### config.mk
export PLATFORM = sky130hd
export DESIGN_NAME = cdt_sweep
export DESIGN_NICKNAME = d
export VERILOG_FILES = /design/src/rtl/cdt_pkg.sv /design/src/rtl/cdt_sweep.sv
export VERILOG_INCLUDE_DIRS = /design/src /design/src/rtl
export SDC_FILE = /design/constraint.sdc
export NUM_CORES = 1
export LEC_CHECK = 0
export ABC_AREA = 1
export BUFFER_PORTS_ARGS = -buffer_cell sky130_fd_sc_hd__buf_2
export CORE_AREA = 2 2 96 98
export CTS_BUF_LIST = sky130_fd_sc_hd__clkbuf_2
export DETAILED_ROUTE_END_ITERATION = 6
export DIE_AREA = 0 0 98 100
export HOLD_SLACK_MARGIN = 0.03
export PLACE_DENSITY = 0.93
export SYNTH_ARGS = -nofsm -noshare
export SYNTH_HDL_FRONTEND = slang
export SYNTH_SLANG_ARGS = --single-unit
### constraint.sdc
create_clock -name clk -period 12.5 [get_ports clk]
set_input_delay 3.75 -clock clk [delete_from_list [all_inputs] [get_ports clk]]
set_output_delay 3.75 -clock clk [all_outputs]
set_load 0.03 [all_outputs]
### src/rtl/chessboard_distance_transform_unit_defines.svh
// ----------------------------------------------------------------------------
// chessboard distance transform - assertion macros
// shared helpers for the concurrent checks in the rtl modules
// ----------------------------------------------------------------------------
`ifndef CHESSBOARD_DISTANCE_TRANSFORM_UNIT_DEFINES_SVH
`define CHESSBOARD_DISTANCE_TRANSFORM_UNIT_DEFINES_SVH

// same-cycle implication, checked outside reset
`define CDT_ASSERT_NOW(lbl, ante, cons, msg) \
    lbl: assert property (@(posedge clk) disable iff (!rst_n) (ante) |-> (cons)) \
        else $error(msg);

// next-cycle implication, checked outside reset
`define CDT_ASSERT_NEXT(lbl, ante, cons, msg) \
    lbl: assert property (@(posedge clk) disable iff (!rst_n) (ante) |=> (cons)) \
        else $error(msg);

`endif

### src/rtl/cdt_pkg.sv
`timescale 1ns / 1ps
// ----------------------------------------------------------------------------
// cdt_pkg
// types, codes and neighbour table of the chessboard distance transform
// ----------------------------------------------------------------------------
package cdt_pkg;

    localparam int DEF_MAX_WIDTH     = 128;
    localparam int DEF_MAX_HEIGHT    = 128;
    localparam int DEF_DISTANCE_BITS = 16;

    localparam int CFG_BITS  = 8;
    localparam int DIM_RESET = 128;

    // command codes
    typedef enum logic [1:0] {
        OP_WRITE = 2'd0,
        OP_RUN   = 2'd1,
        OP_READ  = 2'd2
    } op_t;

    // configuration register index
    typedef enum logic [0:0] {
        CFG_GRID_WIDTH  = 1'b0,
        CFG_GRID_HEIGHT = 1'b1
    } cfg_idx_t;

    typedef struct packed {
        logic [1:0]  operation;
        logic [6:0]  cell_x;
        logic [6:0]  cell_y;
        logic [15:0] write_value;
    } in_item_t;

    typedef struct packed {
        logic [15:0] read_value;
        logic        out_of_range;
    } out_item_t;

    // sweep engine status toward the command side
    typedef struct packed {
        logic busy;
        logic done;
    } sweep_stat_t;

    typedef enum logic [1:0] {
        SW_IDLE,
        SW_FWD,
        SW_BWD
    } sweep_state_t;

    // per-cell step of the sweep engine
    localparam logic [2:0] PHASE_CENTER   = 3'd0;
    localparam logic [2:0] PHASE_NB_FIRST = 3'd1;
    localparam logic [2:0] PHASE_NB_LAST  = 3'd4;
    localparam logic [2:0] PHASE_WRITE    = 3'd5;

    // neighbour move, north is +y
    typedef struct packed {
        logic x_dec;
        logic x_inc;
        logic y_dec;
        logic y_inc;
    } nb_step_t;

    // directions 0..7: E, SE, S, SW, W, NW, N, NE
    function automatic nb_step_t nb_step(input logic [2:0] dir);
        nb_step_t s;
        s = '0;
        case (dir)
            3'd0: s.x_inc = 1'b1;
            3'd1: begin s.x_inc = 1'b1; s.y_dec = 1'b1; end
            3'd2: s.y_dec = 1'b1;
            3'd3: begin s.x_dec = 1'b1; s.y_dec = 1'b1; end
            3'd4: s.x_dec = 1'b1;
            3'd5: begin s.x_dec = 1'b1; s.y_inc = 1'b1; end
            3'd6: s.y_inc = 1'b1;
            3'd7: begin s.x_inc = 1'b1; s.y_inc = 1'b1; end
            default: s = '0;
        endcase
        return s;
    endfunction

endpackage

### src/rtl/cdt_sweep.sv
`timescale 1ns / 1ps
// ----------------------------------------------------------------------------
// cdt_sweep
// forward and backward raster passes, read-modify-write of each cell
// ----------------------------------------------------------------------------
`include "chessboard_distance_transform_unit_defines.svh"

module cdt_sweep #(
    parameter int MAX_WIDTH     = 128,
    parameter int MAX_HEIGHT    = 128,
    parameter int DISTANCE_BITS = 16
) (
    input  logic                                        clk,
    input  logic                                        rst_n,
    input  logic                                        run,
    input  logic [$clog2(MAX_WIDTH+1)-1:0]              grid_w,
    input  logic [$clog2(MAX_HEIGHT+1)-1:0]             grid_h,
    input  logic [DISTANCE_BITS-1:0]                    rdata,
    output logic                                        mem_en,
    output logic                                        mem_we,
    output logic [$clog2(MAX_WIDTH*MAX_HEIGHT)-1:0]     mem_addr,
    output logic [DISTANCE_BITS-1:0]                    mem_wdata,
    output cdt_pkg::sweep_stat_t                        stat
);

    import cdt_pkg::*;

    localparam int XW = $clog2(MAX_WIDTH);
    localparam int YW = $clog2(MAX_HEIGHT);
    localparam int AW = $clog2(MAX_WIDTH*MAX_HEIGHT);

    sweep_state_t             state_reg, state_next;
    logic [2:0]               phase_reg, phase_next;
    logic [XW-1:0]            x_reg, x_next;
    logic [YW-1:0]            y_reg, y_next;
    logic [AW-1:0]            addr_reg, addr_next;
    logic [DISTANCE_BITS-1:0] acc_reg, acc_next;
    logic                     inb_reg, inb_next;

    logic [XW-1:0]            x_last;
    logic [YW-1:0]            y_last;
    logic                     x_lo, x_hi, y_lo, y_hi;
    nb_step_t                 step;
    logic                     issue_nb, issue_inb;
    logic [AW-1:0]            dx_off, dy_off, nb_addr;
    logic [DISTANCE_BITS-1:0] cand, acc_new;
    logic                     bwd, done;

    assign x_last = XW'(grid_w - 1'b1);
    assign y_last = YW'(grid_h - 1'b1);
    assign x_lo   = (x_reg == '0);
    assign x_hi   = (x_reg == x_last);
    assign y_lo   = (y_reg == '0);
    assign y_hi   = (y_reg == y_last);
    assign bwd    = (state_reg == SW_BWD);

    always_ff @(posedge clk or negedge rst_n)
    begin
        if (!rst_n)
        begin
            state_reg <= SW_IDLE;
            phase_reg <= PHASE_CENTER;
            inb_reg   <= 1'b0;
        end
        else
        begin
            state_reg <= state_next;
            phase_reg <= phase_next;
            inb_reg   <= inb_next;
        end
    end

    always_ff @(posedge clk)
    begin
        x_reg    <= x_next;
        y_reg    <= y_next;
        addr_reg <= addr_next;
        acc_reg  <= acc_next;
    end

    always_comb
    begin
        // neighbour for this phase; forward pass uses W, NW, N, NE
        step      = nb_step({~bwd, 2'(phase_reg - PHASE_NB_FIRST)});
        issue_nb  = (phase_reg >= PHASE_NB_FIRST) && (phase_reg <= PHASE_NB_LAST);
        issue_inb = issue_nb
                    && !(step.x_dec && x_lo) && !(step.x_inc && x_hi)
                    && !(step.y_dec && y_lo) && !(step.y_inc && y_hi);

        dx_off = step.x_inc ? AW'(1) : (step.x_dec ? '1 : '0);
        dy_off = step.y_inc ? AW'(MAX_WIDTH)
               : (step.y_dec ? (AW'(0) - AW'(MAX_WIDTH)) : '0);
        nb_addr = addr_reg + dx_off + dy_off;

        // infinity plus one stays infinity
        cand = (rdata == '1) ? rdata : (rdata + 1'b1);
        if (phase_reg == PHASE_NB_FIRST)
        begin
            acc_new = rdata;
        end
        else if (inb_reg && (cand < acc_reg))
        begin
            acc_new = cand;
        end
        else
        begin
            acc_new = acc_reg;
        end

        state_next = state_reg;
        phase_next = phase_reg;
        x_next     = x_reg;
        y_next     = y_reg;
        acc_next   = acc_reg;
        inb_next   = issue_inb;
        done       = 1'b0;
        mem_en     = 1'b0;
        mem_we     = 1'b0;
        mem_addr   = addr_reg;
        mem_wdata  = acc_new;

        case (state_reg)
            SW_IDLE:
            begin
                inb_next = 1'b0;
                if (run)
                begin
                    state_next = SW_FWD;
                    phase_next = PHASE_CENTER;
                    x_next     = '0;
                    y_next     = y_last;
                end
            end
            SW_FWD, SW_BWD:
            begin
                mem_en = 1'b1;
                if (issue_inb)
                begin
                    mem_addr = nb_addr;
                end
                if (phase_reg != PHASE_CENTER)
                begin
                    acc_next = acc_new;
                end
                if (phase_reg == PHASE_WRITE)
                begin
                    mem_we     = 1'b1;
                    phase_next = PHASE_CENTER;
                    if (!bwd)
                    begin
                        // forward: y falls inside, x rises outside
                        if (!y_lo)
                        begin
                            y_next = y_reg - 1'b1;
                        end
                        else if (!x_hi)
                        begin
                            y_next = y_last;
                            x_next = x_reg + 1'b1;
                        end
                        else
                        begin
                            state_next = SW_BWD;
                            y_next     = '0;
                        end
                    end
                    else
                    begin
                        // backward: y rises inside, x falls outside
                        if (!y_hi)
                        begin
                            y_next = y_reg + 1'b1;
                        end
                        else if (!x_lo)
                        begin
                            y_next = '0;
                            x_next = x_reg - 1'b1;
                        end
                        else
                        begin
                            state_next = SW_IDLE;
                            done       = 1'b1;
                        end
                    end
                end
                else
                begin
                    phase_next = phase_reg + 1'b1;
                end
            end
            default:
            begin
                state_next = SW_IDLE;
                phase_next = PHASE_CENTER;
            end
        endcase

        addr_next = AW'(AW'(y_next) * AW'(MAX_WIDTH) + AW'(x_next));
    end

    assign stat.busy = (state_reg != SW_IDLE);
    assign stat.done = done;

    `CDT_ASSERT_NOW(a_we_on_write_phase, mem_we, (phase_reg == PHASE_WRITE),
        "sweep writes memory outside its write phase")
    `CDT_ASSERT_NOW(a_idle_phase, (state_reg == SW_IDLE), (phase_reg == PHASE_CENTER),
        "sweep idle with a cell half done")
    `CDT_ASSERT_NEXT(a_done_idle, done, (state_reg == SW_IDLE),
        "sweep still running after its last cell")

endmodule
==> impl_metrics.tcl <==
set metrics [dict create \
    status "finished, final reports clean" \
    hold_buffers 0 \
    dr_wl_met3_um 872 \
    place_area_um2 5512 \
    hpwlAfterDp_um 9886 \
    hold_depth 2 \
    cts_tree "built" \
    cts_buffers 5 \
    grt_max_degree 24 \
    hp-class "reg2reg" \
    grt_pass1_vias 5004 \
    stdcell_count 970 \
    avgSynthCellArea_um2 6.378 \
    fin_util_pct 62.45 \
    routed_via_density 5.593 \
    cts.sinks 36 \
    grt_usage_pct 26.55 \
    clk_path_buf_depth 2 \
    top_layer "met4" \
    path_clk_slew_ns 0.19 \
    clkLatencyLatePin_ns 0.41 \
    rsz0062_at_grt "no" \
    cts_setup_buffers 0 \
    final_area_um2 5552 \
    n_antenna_cell 0 \
    worst_pin_slew_ns 0.8449 \
    grt_pass1_wl_um 22100 \
    yosysSeqAreaShare_pct 20.37 \
    worstPathCellList "buf_2, ha_1, nand3_1, nor2_1, nand2_1, nor2_2, nor2_1, nand3_1, xor2_1, inv_1, ha_1, a21oi_1, nor2_1, a211oi_1, nor2_1, nor4_4, nand2_4, nand2_1, nand3_1, nand2_1, buf_2" \
    max_stage_delay_ns 0.44 \
    wl_met2_um 6136 \
    synth-main-ff-cell "edfxtp_1" \
    dp.cells 962 \
    ff2ff_setup_slack_ns 9.12 \
    cts_resized 0 \
    gr-total-overflow 0 \
    synth_top_area_share_pct 17.46 \
    die-area_um2 9800 \
    crit_arrival_ns 7.28 \
    synth_edf_count 30 \
    rr_startpoint "state_reg[0]" \
    fin_tns_setup_ns 0 \
    cp.required_ns 8.75 \
    antenna_found_initial 0 \
    critPathKind "in2out" \
    reg2reg_depth 9 \
    path_max_fanout 16 \
    min_period_over_period_pct 88.21 \
    vias 5425 \
    async_reset_ff_share_pct 16.67 \
    synth-seq-cells 36 \
    cp-start-kind "input pin" \
    postRouteWirelength_um 13020 \
    min_period_ns 11.03 \
    hold_viol_final 0 \
    cp_slowest_cell "nor4_4" \
    core_area_um2 8890 \
    syn_to_final_growth_pct 7.590 \
    yosys-top-cells-area "edfxtp_1, nand2_1, ha_1, nand3_1, inv_1" \
    die_w_um 98 \
    r2r-end "inb_reg" \
    synth_area_um2 5160 \
    remaining_drc_errors 0 \
    crit_top_cell "nor2_1" \
    end_kind "output pin" \
    max_freq_ghz 0.09069 \
    num_rows 35 \
    drt-initial-drc-count 396 \
    antenna_left 0 \
    wire_per_inst_um 13.42 \
    finClkSkew_ns 0.01440 \
    yosys.area.top_type "edfxtp_1" \
    synth_common_cells "nand2_1, inv_1, nand3_1" \
    relSlewSlack_pct 43.34 \
    nNetsFinal 940 \
    hold_end "state_reg[0]" \
    root_buffer "clkbuf_2" \
    setup_viol_count_final 0 \
    yosysMostFrequentCell "nand2_1" \
    drt-met1-wl_um 5705 \
    dr.pass1.iters 6 \
    ios 69 \
    finalMaxSlewViolations 0 \
    synth_cell_types 44 \
    min_from "state_reg[0]" \
    die_h_um 100 \
    gp_congestion 0.8766 \
    synth_cells 809 \
    htree_levels 2 \
    drive_above_1_share_pct 12.69 \
    port-buffer-count 66 \
    drv_cap 0 \
    floorplan.initialDensity_pct 58.04 \
    syn_nets 891 \
    yosys_warnings 0 \
]
layer usage:
layer	up-vias	GRT usage, %
li1	2725	-
met1	2440	33.42
met2	215	47.26
met3	45	3.134
met4	0	9.188
met5	-	0
worst max-delay path by stage:
stage,start,to,slack [ns],depth (start not counted)
floorplan,rdata[0],mem_wdata[10],2.16,19
global placement,rdata[0],mem_wdata[14],1.58,21
detailed placement,rdata[1],mem_wdata[15],1.55,21
CTS,rdata[1],mem_wdata[15],1.54,21
global route,rdata[1],mem_wdata[15],1.20,21
finish,rdata[1],mem_wdata[15],1.47,21
cells by family after synthesis:
family | synth area share (%)
simple gates | 35.72
buf+inv | 11.25
compound gates | 11.30
xor+xnor | 9.821
fa+ha+maj | 11.54
flops | 20.37
cell type report:
type	count	area, um2
inverters	117	440.4
flip-flops and latches	36	1051
clock inverters	1	5.005
well taps	111	138.9
multi-input cells	629	3528
repair buffers	69	352.8
fillers	811	3338
clock buffers	7	35.03
layout by cell type (no fill, tap or decap), types with 4 or more instances in the layout:
master    Yosys  layout
nand2_1     209     209
inv_1       105     105
nand3_1      84      84
nor2_1       77      77
buf_2        10      66
ha_1         46      46
xor2_1       44      44
o21ai_0      39      39
a21oi_1      36      36
edfxtp_1     30      30
nor3_1       14      14
xnor2_1      12      12
nand4_1      11      11
inv_2         8       8
nor2_2        7       7
o21ai_1       7       7
clkbuf_2      0       7
o21bai_1      6       6
dfrtp_1       6       6
nand2_2       4       4
nor4_1        4       4
o211ai_1      4       4
per-stage QoR:
step | hold WS, ns | setup slack (ns)
floorplan | 0.4957 | 2.155
global placement | 0.5279 | 1.584
detailed placement | 0.5416 | 1.551
CTS | 0.5922 | 1.544
global route | 0.6491 | 1.196
finish | 0.6039 | 1.473
worst max-delay path, delay by kind of cell:
family          cells  cell delay [ns]
fa+ha+maj           2             0.47
simple gates       13             2.08
compound gates      2             0.37
xor+xnor            1             0.19
buf+inv             3             0.42
Power is not shown: default switching activity piles up to over one toggle a cycle in this logic, so the estimate is an artifact.
